$ cat src/hdl/iirbp_pkg.sv
`timescale 1ns / 1ps
// shared types, widths, coefficient reset values and rounding helpers
// for the fourth-order band-pass filter; no dependencies
package iirbp_pkg;

  localparam int ORDER          = 4;
  localparam int COEF_FRAC_BITS = 14;
  localparam int HIST_FRAC_BITS = 14;
  localparam int COEF_W         = 18;
  localparam int SAMPLE_W       = 16;
  localparam int HIST_W         = 32;
  localparam int IDX_W          = 3;
  localparam int PX_W           = COEF_W + SAMPLE_W;
  localparam int FB_W           = COEF_W + HIST_W;
  // four feedback products plus the scaled feedforward sum, with headroom
  localparam int ACC_W          = FB_W + 3;
  localparam int OUT_SHIFT      = COEF_FRAC_BITS + HIST_FRAC_BITS;

  typedef logic signed [COEF_W-1:0]   coef_t;
  typedef logic signed [SAMPLE_W-1:0] sample_t;
  typedef logic signed [HIST_W-1:0]   hist_t;
  typedef logic signed [PX_W-1:0]     px_t;
  typedef logic signed [ACC_W-1:0]    acc_t;

  typedef enum logic [IDX_W-1:0] {
    REG_FEED_0 = 3'd0,
    REG_FEED_2 = 3'd1,
    REG_FEED_4 = 3'd2,
    REG_BACK_1 = 3'd3,
    REG_BACK_2 = 3'd4,
    REG_BACK_3 = 3'd5,
    REG_BACK_4 = 3'd6
  } reg_idx_e;

  typedef struct packed {
    coef_t feed_0;
    coef_t feed_2;
    coef_t feed_4;
    coef_t back_1;
    coef_t back_2;
    coef_t back_3;
    coef_t back_4;
  } coef_set_t;

  localparam coef_t RST_FEED_0 = coef_t'(6071);
  localparam coef_t RST_FEED_2 = coef_t'(-12142);
  localparam coef_t RST_FEED_4 = coef_t'(6071);
  localparam coef_t RST_BACK_1 = coef_t'(-25615);
  localparam coef_t RST_BACK_2 = coef_t'(7452);
  localparam coef_t RST_BACK_3 = coef_t'(-1185);
  localparam coef_t RST_BACK_4 = coef_t'(3064);

  localparam acc_t HALF_HIST = acc_t'(1) <<< (COEF_FRAC_BITS - 1);
  localparam acc_t HALF_OUT  = acc_t'(1) <<< (OUT_SHIFT - 1);

  // accumulator to history format, round half away from zero, saturate
  function automatic hist_t hist_round(input acc_t a);
    acc_t   neg_adj;
    acc_t   sum;
    acc_t   sh;
    logic   fits;
    hist_t  res;
    neg_adj = {{(ACC_W-1){1'b0}}, a[ACC_W-1]};
    sum     = a + HALF_HIST - neg_adj;
    sh      = sum >>> COEF_FRAC_BITS;
    fits    = (&sh[ACC_W-1:HIST_W-1]) || (~|sh[ACC_W-1:HIST_W-1]);
    if (fits) begin
      res = hist_t'(sh[HIST_W-1:0]);
    end else if (sh[ACC_W-1]) begin
      res = {1'b1, {(HIST_W-1){1'b0}}};
    end else begin
      res = {1'b0, {(HIST_W-1){1'b1}}};
    end
    return res;
  endfunction

  // accumulator to integer output sample, round half away from zero, saturate
  function automatic sample_t out_round(input acc_t a);
    acc_t    neg_adj;
    acc_t    sum;
    acc_t    sh;
    logic    fits;
    sample_t res;
    neg_adj = {{(ACC_W-1){1'b0}}, a[ACC_W-1]};
    sum     = a + HALF_OUT - neg_adj;
    sh      = sum >>> OUT_SHIFT;
    fits    = (&sh[ACC_W-1:SAMPLE_W-1]) || (~|sh[ACC_W-1:SAMPLE_W-1]);
    if (fits) begin
      res = sample_t'(sh[SAMPLE_W-1:0]);
    end else if (sh[ACC_W-1]) begin
      res = {1'b1, {(SAMPLE_W-1){1'b0}}};
    end else begin
      res = {1'b0, {(SAMPLE_W-1){1'b1}}};
    end
    return res;
  endfunction

endpackage

$ cat src/hdl/iirbp_cell.sv
`timescale 1ns / 1ps
// one history cell of the direct form I chain: holds one past input and one
// past output, shifts both to its neighbor and forms its weighted term; depends on iirbp_pkg
module iirbp_cell (
  input  logic               clk_i,
  input  logic               rst_ni,
  input  logic               en_i,
  input  iirbp_pkg::sample_t x_i,
  input  iirbp_pkg::hist_t   y_i,
  input  iirbp_pkg::coef_t   feed_i,
  input  iirbp_pkg::coef_t   back_i,
  output iirbp_pkg::sample_t x_o,
  output iirbp_pkg::hist_t   y_o,
  output iirbp_pkg::acc_t    term_o
);
  import iirbp_pkg::*;

  sample_t                x_q;
  hist_t                  y_q;
  px_t                    ff_prod;
  logic signed [FB_W-1:0] fb_prod;

  assign ff_prod = feed_i * x_q;
  assign fb_prod = back_i * y_q;

  // feedforward term scaled to history fraction bits, feedback subtracted
  assign term_o = (acc_t'(ff_prod) <<< HIST_FRAC_BITS) - acc_t'(fb_prod);

  always_ff @(posedge clk_i or negedge rst_ni) begin
    if (!rst_ni) begin
      x_q <= '0;
      y_q <= '0;
    end else if (en_i) begin
      x_q <= x_i;
      y_q <= y_i;
    end
  end

  assign x_o = x_q;
  assign y_o = y_q;

endmodule

$ cat config.mk
export PLATFORM = sky130hd
export DESIGN_NAME = iirbp_cell
export DESIGN_NICKNAME = d
export VERILOG_FILES = /design/src/hdl/iirbp_pkg.sv /design/src/hdl/iirbp_cell.sv
export SDC_FILE = /design/constraint.sdc
export NUM_CORES = 2
export LEC_CHECK = 0
export BUFFER_PORTS_ARGS = -buffer_cell sky130_fd_sc_hd__clkbuf_2
export CAP_MARGIN = 10
export CORE_MARGIN = 3
export CORE_UTILIZATION = 64
export DETAILED_ROUTE_END_ITERATION = 10
export GPL_TIMING_DRIVEN = 0
export PLACE_DENSITY = 0.85
export SLEW_MARGIN = 10
export SYNTH_ARGS = -nofsm -noshare
export SYNTH_HDL_FRONTEND = slang
export SYNTH_SLANG_ARGS = --single-unit
$ cat constraint.sdc
create_clock -name clk_i -period 10 [get_ports clk_i]
set_input_delay 0.5 -clock clk_i [delete_from_list [all_inputs] [get_ports clk_i]]
set_output_delay 0.5 -clock clk_i [all_outputs]
set_load 0.005 [all_outputs]
---- Word-level counts from Yosys, hierarchy flattened ----
Cells that the tools add are included.
operators by class
  add/subtract/negate cells ............... 1
  multipliers ............................. 2
operators by type and width
  kind              count
  $sub A48 B50 Y51  1
  $mul A18 B32 Y50  1
  $mul A18 B16 Y34  1
word-level totals
  bits in registers ....................... 48
  input bits .............................. 87
  output and inout bits ................... 101
  word-level logic and storage cells ...... 5

---- Logic depth before layout (Yosys ltp) ----
  word-level depth ........................ 2
  mapped depth ............................ 36
  mapped depth without buffers ............ 33

---- Least setup slack after synthesis ----
OpenSTA, ideal clock, no wires.
  kind .................................... flip-flop to output port
  start ................................... register x_q[8] (netlist: x_o[8])
  end ..................................... output port term_o[51]
  arrival ................................. 8.186 ns
  data required time ...................... 9.500 ns
  setup slack ............................. 1.314 ns
  stages on the path, launching flop included .. 34
  buffers on the path ..................... 3
  cell sequence ........................... dfrtp_1 > clkbuf_1 > buf_1 > nand2_1 > fa_1 > inv_1 > fa_1 > inv_1 > fa_1 > inv_1 > fa_1 > fa_1 > inv_1 > fa_1 > inv_1 > ha_1 > a211oi_1 > nor2_1 > nor4b_1 > a211oi_1 > nor2_1 > o21bai_1 > a21o_1 > a21oi_1 > xnor2_1 > fa_1 > ha_1 > nand4_1 > a2111oi_1 > o21ai_1 > a31oi_1 > a31oi_1 > xnor2_1 > buf_4
on the way
  cells in the longest elaborated chain, start to end .. 2
ends and longest elaborated chain
  what                    RTL line          text
  from (decl)             iirbp_cell.sv:18  sample_t x_q;
  from (signal assigned)  iirbp_cell.sv:34  x_q <= x_i;
  $mul A18 B16 Y34        iirbp_cell.sv:23  assign ff_prod = feed_i * x_q;
  $sub A48 B50 Y51        iirbp_cell.sv:27  assign term_o = (acc_t'(ff_prod) <<< HIST_FRAC_BITS) - acc_t'(fb_prod);
  to (decl)               iirbp_cell.sv:14  output iirbp_pkg::acc_t term_o
Every way passes these cells.

---- Worst setup path in the final report ----
  start ................................... register x_q[1] (netlist: x_o[1])
  end ..................................... output port term_o[51]
Same word-level chain as after synthesis.

==> flow_summary.toml <==
[sta]
min_period_ps = 9620
slew_violations = 0
fin_skew_ps = 0
finalCritPeriodShare_pct = 96.2
fmax_ghz = 0.104
max-slew-margin-rel_pct = 28.9
setup_viol = 0
finalWorstSetupSlack_ps = 375
hold_violations = 0
tightest_slew_ps = 1070

[logic_synthesis]
synthTopCellsByArea = "fa_1 (53%), inv_1 (9.3%), ha_1 (8.4%)"
synth_nets = 4727
synth_top_area_share_pct = 53.0
synthArstFlopShare_pct = 100
netlist_area_sq_um = 33300
synth_edf_count = 0
synthDistinctLibCells = 63
ys_ff_latch = 48
synth-main-ff-cell = "dfrtp_1"
yosys-top-cells-count = "fa_1 (883), inv_1 (826), nand2_1 (450)"
synth_top_cell_by_area = "fa_1"
synth_cells = 3534
ys_warn_count = 0
synth.most_common_cell = "fa_1"
seq_area_frac_synth_pct = 3.60
syn_avg_cell_area_sq_um = 9.43

[clock_tree]
clkLatencyLatePin_ps = 340
ctsLongestPathBuffers = 2
numCtsBuffers = 5
cts_sinks = 48
htree_levels = 2
clk_pin_slew_worst_paths_ps = 90
clock-root-buffer = "clkbuf_16"
cts_tree = "built"

[worst_setup_path]
critPathKind = "register to output port"
critPathSlowestCell = "fa_1"
path_common_cell = "fa_1"
cp_slowest_stage_delay_ps = 540
required_ps = 9500
crit_fanout = 10
cp.arrival_ps = 9120
r2r_cells = 3
crit_start = "x_o[1]$_DFFE_PN0P_"
r2r_start = "x_o[7]$_DFFE_PN0P_"
end_kind = "output port"
critPathLaunchType = "register"

[floorplanning]
die_area_sq_um = 54900
dieWidth_um = 234
core-area_sq_um = 51400
ios = 188
fp.dieH_um = 234
rows = 83
start_util_pct = 64.9

[place]
port-buffer-count = 186
place_ws_ps = -558
dp_cells = 4401
dp_hpwl_um = 76300
globalplace.congestion = 0.989
placed_area_sq_um = 35100

[cells_and_area]
layout.cells.non_filler = 4419
drive_gt1_share_pct = 9.02
syn2layout_area_growth_pct = 6.89
nets = 4930
fin_area_sq_um = 35600

[global_routing]
grt_usage_pct = 33.6
grt-ovfl-total = 0
grt_antenna_before_repair = 1
grt_pass1_vias = 27243
grt_pass1_wl_um = 140000
grt_start_max_net_pins = 27

[worst_hold_path]
hold_class = "primary input to asynchronous set/reset pin"

[routing]
ant_nets = 0
drtIter0Drc = 1822
wirelength_um = 87600
routedWlPerCell_um = 19.8
routed_via_density = 5.70
vias = 25201
dr.pass1.iters = 6
drc = 0

[flow_run]
drv_cap = 0

[status]
status = "finished clean"
==> cells by family (layout without fill, tap and decap cells) <==
logic type,after synthesis,count (layout),share of synthesized area [%]
adders and majority gates,1106,1106,61.4
xor gates and xnor gates,85,85,2.23
and+or+nand+nor,1025,1025,15.4
AOI/OAI and AO/OA,230,230,4.62
muxes,47,47,1.58
buffers and inverters,993,1197,11.2
DFF,48,48,3.60
other,0,1,0
==> layout by cell type, fill, tap and decap left out, types with 14 or more instances in the layout <==
| master | instances |
|---|---|
| a21o_1 | 36 |
| a21oi_1 | 71 |
| and2_1 | 410 |
| buf_4 | 27 |
| clkbuf_1 | 116 |
| clkbuf_2 | 197 |
| dfrtp_1 | 34 |
| fa_1 | 882 |
| ha_1 | 223 |
| inv_1 | 825 |
| mux2_2 | 46 |
| nand2_1 | 450 |
| nand2b_1 | 14 |
| nor2_1 | 51 |
| nor2b_1 | 40 |
| nor3_1 | 18 |
| o21ai_0 | 19 |
| o21ai_1 | 16 |
| xnor2_1 | 60 |
| xor2_1 | 24 |
==> routing by layer <==
layer  share of wire (%)  global-route usage [%]
met1                  36                    42.0
met2                  49                    55.4
met3                 8.7                    5.78
met4                 6.7                    19.4
met5                   0                       0
==> path summary, 6_finish.rpt <==
| path | slack (ps) | end |
|---|---|---|
| max in group asynchronous | 9370 | x_o[10]$_DFFE_PN0P_ |
| min in group clk_i | 360 | x_o[15]$_DFFE_PN0P_ |
| max | 380 | term_o[51] |
| max reg2reg | 8770 | x_o[7]$_DFFE_PN0P_ |
| min reg2reg | 680 | x_o[11]$_DFFE_PN0P_ |
| min | 90 | y_o[7]$_DFFE_PN0P_ |
==> registers in the layout (all words and copies together) (netlist names) <==
name  flops
x_o      16
y_o      32
==> critical path: cells and delay by family (launching register included) <==
family	cells	cell delay [ps]
flip-flops	1	530
XOR/XNOR	1	240
AO/OA/AOI/OAI	7	1680
adder cells (fa/ha/maj)	9	4150
buffers and inverters	7	990
AND/OR/NAND/NOR	7	1180
==> cell type report <==
cell class / instances / area, sq um
diodes: 1 / 2.50
plain buffers: 151 / 629
clock buffers: 5 / 125
clock inverters: 3 / 50.0
fillers: 3889 / 15800
inverters: 827 / 3110
multi-input cells: 2493 / 28500
flip-flops and latches: 48 / 1220
well taps: 680 / 851
repair buffers: 211 / 1130
==> stage by stage <==
step	setup TNS [ps]	hold slack (ps)	utilization, %
after floorplan	0	204	-
after global placement	-1370	709	68.3
after detailed placement	-1770	474	68.4
after CTS	0	95.0	68.8
after global routing	-105	120	69.3
final	0	89.2	69.3
==> timing repair <==
action                                 CTS  global route
hold buffers                             0             0
resized for setup                       31            66
pin swaps                                0             5
gates cloned                             0             0
setup endpoints to repair               11            11
buffers inserted                         0            24
endpoints found under the hold margin    0             0
Power is left out: the tool's default activity adds up to more than one toggle a clock period on the data nets, which glitch-free logic cannot reach.
