**config.mk**
```make
export PLATFORM = sky130hd
export DESIGN_NAME = iirbp_coef
export DESIGN_NICKNAME = d
export VERILOG_FILES = /design/src/hdl/iirbp_pkg.sv /design/src/hdl/iirbp_coef.sv
export SDC_FILE = /design/constraint.sdc
export NUM_CORES = 1
export LEC_CHECK = 0
export ABC_CLOCK_PERIOD_IN_PS = 1400
export CORE_ASPECT_RATIO = 1.75
export CORE_MARGIN = 10
export CORE_UTILIZATION = 45
export CTS_BUF_LIST = sky130_fd_sc_hd__clkbuf_16
export DETAILED_ROUTE_END_ITERATION = 6
export DONT_BUFFER_PORTS = 1
export GPL_TIMING_DRIVEN = 0
export PLACE_DENSITY = 0.61
export SKIP_LAST_GASP = 1
export SYNTH_ARGS = -nofsm -noshare
export SYNTH_HDL_FRONTEND = slang
export SYNTH_SLANG_ARGS = --single-unit
```
**constraint.sdc**
```tcl
create_clock -name clk_i -period 1.4 [get_ports clk_i]
set_clock_uncertainty 0.05 [all_clocks]
set_input_delay 0.28 -clock clk_i [delete_from_list [all_inputs] [get_ports clk_i]]
set_output_delay 0.28 -clock clk_i [all_outputs]
set_load 0.01 [all_outputs]
```
**src/hdl/iirbp_pkg.sv**
```systemverilog
`timescale 1ns / 1ps
// shared types, widths, coefficient reset values and rounding helpers
// for the fourth-order band-pass filter; no dependencies
package iirbp_pkg;

  localparam int ORDER          = 4;
  localparam int COEF_FRAC_BITS = 14;
  localparam int HIST_FRAC_BITS = 14;
  localparam int COEF_W         = 18;
  localparam int SAMPLE_W       = 16;
  localparam int HIST_W         = 32;
  localparam int IDX_W          = 3;
  localparam int PX_W           = COEF_W + SAMPLE_W;
  localparam int FB_W           = COEF_W + HIST_W;
  // four feedback products plus the scaled feedforward sum, with headroom
  localparam int ACC_W          = FB_W + 3;
  localparam int OUT_SHIFT      = COEF_FRAC_BITS + HIST_FRAC_BITS;

  typedef logic signed [COEF_W-1:0]   coef_t;
  typedef logic signed [SAMPLE_W-1:0] sample_t;
  typedef logic signed [HIST_W-1:0]   hist_t;
  typedef logic signed [PX_W-1:0]     px_t;
  typedef logic signed [ACC_W-1:0]    acc_t;

  typedef enum logic [IDX_W-1:0] {
    REG_FEED_0 = 3'd0,
    REG_FEED_2 = 3'd1,
    REG_FEED_4 = 3'd2,
    REG_BACK_1 = 3'd3,
    REG_BACK_2 = 3'd4,
    REG_BACK_3 = 3'd5,
    REG_BACK_4 = 3'd6
  } reg_idx_e;

  typedef struct packed {
    coef_t feed_0;
    coef_t feed_2;
    coef_t feed_4;
    coef_t back_1;
    coef_t back_2;
    coef_t back_3;
    coef_t back_4;
  } coef_set_t;

  localparam coef_t RST_FEED_0 = coef_t'(6071);
  localparam coef_t RST_FEED_2 = coef_t'(-12142);
  localparam coef_t RST_FEED_4 = coef_t'(6071);
  localparam coef_t RST_BACK_1 = coef_t'(-25615);
  localparam coef_t RST_BACK_2 = coef_t'(7452);
  localparam coef_t RST_BACK_3 = coef_t'(-1185);
  localparam coef_t RST_BACK_4 = coef_t'(3064);

  localparam acc_t HALF_HIST = acc_t'(1) <<< (COEF_FRAC_BITS - 1);
  localparam acc_t HALF_OUT  = acc_t'(1) <<< (OUT_SHIFT - 1);

  // accumulator to history format, round half away from zero, saturate
  function automatic hist_t hist_round(input acc_t a);
    acc_t   neg_adj;
    acc_t   sum;
    acc_t   sh;
    logic   fits;
    hist_t  res;
    neg_adj = {{(ACC_W-1){1'b0}}, a[ACC_W-1]};
    sum     = a + HALF_HIST - neg_adj;
    sh      = sum >>> COEF_FRAC_BITS;
    fits    = (&sh[ACC_W-1:HIST_W-1]) || (~|sh[ACC_W-1:HIST_W-1]);
    if (fits) begin
      res = hist_t'(sh[HIST_W-1:0]);
    end else if (sh[ACC_W-1]) begin
      res = {1'b1, {(HIST_W-1){1'b0}}};
    end else begin
      res = {1'b0, {(HIST_W-1){1'b1}}};
    end
    return res;
  endfunction

  // accumulator to integer output sample, round half away from zero, saturate
  function automatic sample_t out_round(input acc_t a);
    acc_t    neg_adj;
    acc_t    sum;
    acc_t    sh;
    logic    fits;
    sample_t res;
    neg_adj = {{(ACC_W-1){1'b0}}, a[ACC_W-1]};
    sum     = a + HALF_OUT - neg_adj;
    sh      = sum >>> OUT_SHIFT;
    fits    = (&sh[ACC_W-1:SAMPLE_W-1]) || (~|sh[ACC_W-1:SAMPLE_W-1]);
    if (fits) begin
      res = sample_t'(sh[SAMPLE_W-1:0]);
    end else if (sh[ACC_W-1]) begin
      res = {1'b1, {(SAMPLE_W-1){1'b0}}};
    end else begin
      res = {1'b0, {(SAMPLE_W-1){1'b1}}};
    end
    return res;
  endfunction

endpackage

```
**src/hdl/iirbp_coef.sv**
```systemverilog
`timescale 1ns / 1ps
// coefficient register file with its write port
// depends on iirbp_pkg
module iirbp_coef (
  input  logic                        clk_i,
  input  logic                        rst_ni,
  input  logic                        cfg_valid_i,
  input  logic [iirbp_pkg::IDX_W-1:0] cfg_index_i,
  input  iirbp_pkg::coef_t            cfg_data_i,
  output logic                        cfg_ready_o,
  output iirbp_pkg::coef_set_t        coef_o
);
  import iirbp_pkg::*;

  coef_set_t coef_q, coef_d;
  logic      wr_en;

  // registers accept a write in every cycle
  assign cfg_ready_o = 1'b1;
  assign wr_en       = cfg_valid_i && cfg_ready_o;

  always_comb begin
    coef_d = coef_q;
    if (wr_en) begin
      unique case (cfg_index_i)
        REG_FEED_0: coef_d.feed_0 = cfg_data_i;
        REG_FEED_2: coef_d.feed_2 = cfg_data_i;
        REG_FEED_4: coef_d.feed_4 = cfg_data_i;
        REG_BACK_1: coef_d.back_1 = cfg_data_i;
        REG_BACK_2: coef_d.back_2 = cfg_data_i;
        REG_BACK_3: coef_d.back_3 = cfg_data_i;
        REG_BACK_4: coef_d.back_4 = cfg_data_i;
        default:    coef_d = coef_q;
      endcase
    end
  end

  always_ff @(posedge clk_i or negedge rst_ni) begin
    if (!rst_ni) begin
      coef_q.feed_0 <= RST_FEED_0;
      coef_q.feed_2 <= RST_FEED_2;
      coef_q.feed_4 <= RST_FEED_4;
      coef_q.back_1 <= RST_BACK_1;
      coef_q.back_2 <= RST_BACK_2;
      coef_q.back_3 <= RST_BACK_3;
      coef_q.back_4 <= RST_BACK_4;
    end else begin
      coef_q <= coef_d;
    end
  end

  assign coef_o = coef_q;

endmodule

```
Yosys cells after proc, flatten, opt, wreduce, memory -nomap -nowiden
Cells that the tools add are included.
{ "word_totals": {"out_inout_bits": 127, "romBits": 0, "latchBits": 0, "mem_count": 0, "register_bits": 126, "ram_bits": 0} }
{ "op_classes": {"mux": 0, "add_sub_neg": 0, "eq_ne": 6, "n_shift": 0, "bitwise_logic": 0, "n_mul": 0, "order_cmp": 0, "n_reduce_logical": 8, "n_div": 0} }
{ "ops": {"columns": ["cell", "count"], "rows": [
  ["2-bit AND reduction", 7],
  ["3-bit equality test (second input constant)", 3],
  ["3-bit by 2-bit equality test with 1-bit output (second input constant)", 2],
  ["3-bit by 1-bit equality test with 1-bit output (second input constant)", 1],
  ["3-bit zero test", 1]
]} }

Logic depth before layout (Yosys ltp)
{ "depth": {"word_depth": 2, "depth_mapped": 5} }

Worst setup path before layout
OpenSTA, ideal clock, no wires.
{ "synth_timing": {"path_kind": "input to register", "start": "input port cfg_index_i[1] (netlist name)", "end": "register coef_q, in the netlist coef_o[119]", "path_stages": 4, "setup_ns": 0.125, "slack_ns": -0.227, "required_time_ns": 1.225, "arrival_ns": 1.452, "path_buffers": 2, "path_cell_list": "buf_4 -> nor4b_4 -> buf_6 -> mux2_4"} }
{ "synth_between": {"elab_chain_len": 2} }
{ "synth_lines": {"columns": ["item", "line", "text"], "rows": [
  ["from (decl)", "iirbp_coef.sv:8", "input logic [iirbp_pkg::IDX_W-1:0] cfg_index_i,"],
  ["3-bit zero test", "iirbp_coef.sv:25", "unique case (cfg_index_i)"],
  ["2-bit AND reduction (no source line)", null, null],
  ["to (signal assigned)", "iirbp_coef.sv:48", "coef_q <= coef_d;"],
  ["to (decl)", "iirbp_coef.sv:15", "coef_set_t coef_q, coef_d;"]
]} }
No other way between the ends.
A chain may end at the register's enable or synchronous reset.

Worst setup path after layout
{ "layout_timing": {"start": "register coef_q, in the netlist coef_o[40]", "end": "output port coef_o[40] (netlist name)"} }
{ "layout_lines": {"columns": ["item", "line", "text"], "rows": [
  ["to (decl)", "iirbp_coef.sv:11", "output iirbp_pkg::coef_set_t coef_o"]
]} }
No word-level cell between the ends.

==> report_table.html <==
<table>
<tr><th>Metric</th><th>Value</th></tr>
<tr><th colspan="2">Clock tree</th></tr>
<tr><td>Clock Path Buffers</td><td>2</td></tr>
<tr><td>Clock tree sinks</td><td>around 130</td></tr>
<tr><td>Number of levels in the clock H-tree</td><td>4</td></tr>
<tr><td>Cts-stage hold buffer count</td><td>18</td></tr>
<tr><td>Clock tree from TritonCTS</td><td>done</td></tr>
<tr><td>Clock-pin transition on the worst setup and hold timing paths</td><td>50 ps</td></tr>
<tr><td>Skew-Pair Late Insertion Delay</td><td>around 400 ps</td></tr>
<tr><td>Master cell of the clock root buffer</td><td>sky130_fd_sc_hd__clkbuf_16</td></tr>
<tr><td>Num CTS Buffers</td><td>17</td></tr>
<tr><th colspan="2">Detailed routing</th></tr>
<tr><td>Iteration count of the initial detailed-routing pass</td><td>4</td></tr>
<tr><td>Antenna-violating nets left</td><td>0</td></tr>
<tr><td>Sum of routed wire length over all layers</td><td>~12000 um</td></tr>
<tr><td>Drt initial violations</td><td>40</td></tr>
<tr><td>DR vias</td><td>around 2.5k</td></tr>
<tr><td>Vias per std cell</td><td>about 5.4</td></tr>
<tr><td>Post-DR wirelength/cell</td><td>around 26 um</td></tr>
<tr><td>DRC viols</td><td>0</td></tr>
<tr><th colspan="2">Final layout</th></tr>
<tr><td>Footprint of the multi-input gates</td><td>1668 sq um</td></tr>
<tr><td>Commonest cells after routing, fill and taps aside</td><td>sky130_fd_sc_hd__mux2_2, sky130_fd_sc_hd__dfstp_2, sky130_fd_sc_hd__dfrtp_1</td></tr>
<tr><td>Most common cell after layout, fill and taps aside</td><td>sky130_fd_sc_hd__mux2_2</td></tr>
<tr><td>Count of filler cells inserted in the layout</td><td>834</td></tr>
<tr><td>Number of flip-flops in the largest register</td><td>between 100 and 150</td></tr>
<tr><td>Area overhead of the layout relative to synthesis</td><td>23.11%</td></tr>
<tr><td>Reg area</td><td>roughly 3200 sq um</td></tr>
<tr><td>Net count reported at finish</td><td>~340</td></tr>
<tr><td>Non-Filler Instances</td><td>457</td></tr>
<tr><td>Share of cells above drive strength 1</td><td>between 70% and 80%</td></tr>
<tr><td>Count of inserted antenna diode cells</td><td>0</td></tr>
<tr><th colspan="2">Global routing</th></tr>
<tr><td>Overflow left after global routing</td><td>0</td></tr>
<tr><td>Largest net degree at the start of global routing</td><td>between 100 and 150</td></tr>
<tr><td>Initial antenna violation count</td><td>0</td></tr>
<tr><td>Via count of the first global-routing pass</td><td>between 2k and 3k</td></tr>
<tr><td>First-pass GRT wire length</td><td>18030 um</td></tr>
<tr><td>Overall routing resource usage</td><td>roughly 15%</td></tr>
<tr><th colspan="2">Power and ir drop</th></tr>
<tr><td>IR drop worst, VDD</td><td>about 1.3 mV</td></tr>
<tr><td>Standby leakage power</td><td>between 2 and 3 nW</td></tr>
<tr><td>Overall power after layout</td><td>approximately 0.011 W</td></tr>
<tr><td>Total power per unit cell area</td><td>about 1900 nW/um^2</td></tr>
<tr><th colspan="2">Floorplan</th></tr>
<tr><td>Area of the die</td><td>around 16000 sq um</td></tr>
<tr><td>Starting utilization of the core area</td><td>45.80%</td></tr>
<tr><td>Count of pins on the block boundary</td><td>~150</td></tr>
<tr><td>Area of the placeable core</td><td>about 11000 sq um</td></tr>
<tr><td>Die outline width</td><td>approximately 99 um</td></tr>
<tr><td>Die extent in y</td><td>158.0 um</td></tr>
<tr><td>Core Rows</td><td>50</td></tr>
<tr><th colspan="2">Run status</th></tr>
<tr><td>Violations in the final reports</td><td>negative hold slack</td></tr>
<tr><td>Status</td><td>finished with violations</td></tr>
<tr><th colspan="2">Job</th></tr>
<tr><td>Maximum capacitance violations</td><td>0</td></tr>
<tr><th colspan="2">Worst setup path</th></tr>
<tr><td>Worst reg2reg path depth</td><td>1</td></tr>
<tr><td>Reg2reg end</td><td>coef_o[49]</td></tr>
<tr><td>Crit Reg-Reg Startpoint</td><td>coef_o[49]</td></tr>
<tr><td>Critical Path AT</td><td>~980 ps</td></tr>
<tr><td>Kind of end point of the critical path</td><td>output pin</td></tr>
<tr><td>WP data required</td><td>~1100 ps</td></tr>
<tr><td>Crit Path Category</td><td>flop to output pin</td></tr>
<tr><td>Setup slack of the worst register-to-register path</td><td>slightly above 500 ps</td></tr>
<tr><td>Critical path startpoint category</td><td>flop</td></tr>
<tr><td>Worst-path fanout max</td><td>2</td></tr>
<tr><th colspan="2">Synthesis</th></tr>
<tr><td>Share of the yosys chip area belonging to registers</td><td>66.14%</td></tr>
<tr><td>Post-Synthesis Net Count</td><td>between 200 and 300</td></tr>
<tr><td>Top cell type by total area after synthesis</td><td>sky130_fd_sc_hd__dfstp_2</td></tr>
<tr><td>Synthesized area divided by synthesized cell count</td><td>between 15 and 20 sq um</td></tr>
<tr><td>Yosys cell types</td><td>11</td></tr>
<tr><td>Number of warning messages in the yosys log</td><td>0</td></tr>
<tr><td>Top cell type's share of synthesized area</td><td>37.54%</td></tr>
<tr><td>Number of instances in the synthesized netlist</td><td>between 200 and 300</td></tr>
<tr><td>Syn Std Cell Area</td><td>4900 sq um</td></tr>
<tr><td>Top cells by area, synth</td><td>sky130_fd_sc_hd__dfstp_2, sky130_fd_sc_hd__dfrtp_1, sky130_fd_sc_hd__mux2_2</td></tr>
<tr><td>#FFs+latches synth</td><td>126</td></tr>
<tr><th colspan="2">STA</th></tr>
<tr><td>RSZ-0062 raised after global routing</td><td>false</td></tr>
<tr><td>Pins Over Slew Limit</td><td>0</td></tr>
<tr><td>Setup-failing EPs final</td><td>0</td></tr>
<tr><td>Summed negative setup slack over all endpoints</td><td>0 ps</td></tr>
<tr><td>Minimum setup slack in the final design</td><td>89.61 ps</td></tr>
<tr><td>Final hold violations</td><td>around 130</td></tr>
<tr><td>Smallest hold slack</td><td>-475.0 ps</td></tr>
<tr><td>Period utilization</td><td>between 90 and 100%</td></tr>
<tr><td>Min Tclk post-route</td><td>between 1000 and 1500 ps</td></tr>
<tr><td>Highest Clock Rate</td><td>roughly 760 MHz</td></tr>
<tr><th colspan="2">Placement</th></tr>
<tr><td>RD Place Congestion</td><td>0.6766</td></tr>
<tr><td>Placed cell count</td><td>405</td></tr>
<tr><td>Number of buffer cells added on primary ports</td><td>0</td></tr>
<tr><td>Worst setup slack before clock tree synthesis</td><td>-523.1 ps</td></tr>
<tr><td>DP HPWL</td><td>about 8000 um</td></tr>
<tr><th colspan="2">Hold path</th></tr>
<tr><td>Class of the most critical hold timing path</td><td>input port to asynchronous set/reset pin</td></tr>
</table>
==> per-layer routing <==
metal	up-vias	GRT usage, %	wire, um	share of wire, %
met2	92	25.81	6332	54
met3	8	7.813	1098	9.3
met5	-	0	0	0
li1	1054	-	-	-
met4	0	5.552	112	0.95
met1	1314	15.70	4244	36
==> report_power, final <==
part,switching (W),total (W),internal (W),leakage [nW]
clock network,0.00153,0.00447,0.00294,0.301
logic,0.000328,0.00113,0.000804,0.855
registers,0.00105,0.00586,0.00481,1.41
==> how the worst max path moves through the flow <==
stage,from,end,cells past startpoint
2_1_floorplan,cfg_index_i[1],coef_o[119],4
3_3_place_gp,cfg_index_i[1],coef_o[125],4
3_5_place_dp,cfg_index_i[1],coef_o[122],4
4_1_cts,coef_o[40],coef_o[40],0
5_1_grt,cfg_index_i[0],coef_o[83],5
6_report,coef_o[40],coef_o[40],0
==> Yosys cell counts <==
| cell | instances |
|---|---|
| sky130_fd_sc_hd__dfrtp_1 | 56 |
| sky130_fd_sc_hd__mux2_2 | 116 |
| sky130_fd_sc_hd__nor4b_4 | 1 |
| sky130_fd_sc_hd__buf_4 | 5 |
| sky130_fd_sc_hd__conb_1 | 1 |
| sky130_fd_sc_hd__dfstp_2 | 70 |
| sky130_fd_sc_hd__buf_6 | 2 |
| sky130_fd_sc_hd__nand4b_2 | 3 |
| sky130_fd_sc_hd__nor4bb_1 | 3 |
| sky130_fd_sc_hd__mux2_4 | 10 |
| sky130_fd_sc_hd__buf_2 | 8 |
==> timing repair <==
action                                 4_1_cts  5_1_grt
endpoints found under the hold margin      252      126
setup buffers                                2        0
resized for setup                            0        0
setup endpoints to repair                   10        0
==> logic make-up (layout without fill, tap and decap cells) <==
logic type	Yosys count	count (layout)	share of synthesized area, %
buffers and inverters	15	67	2.043
DFF	126	126	66.14
muxes	126	126	29.72
other	1	1	0.07654
and+or+nand+nor	7	7	2.017
==> layout make-up <==
class,instances,share of cell area (%)
plain buffers,15,2.676
clock buffers,17,7.052
clock inverters,15,2.966
multi-input cells,134,27.65
flip-flops and latches,126,53.72
well taps,130,2.697
repair buffers,20,3.236
==> through the flow <==
step	util (%)	area [sq um]
after global routing	56.39	6032
after global placement	48.91	5233
after detailed placement	48.91	5233
after CTS	56.39	6032
final	56.39	6032
after floorplan	-	5070
Note: power is estimated with default switching activity, not from simulation.
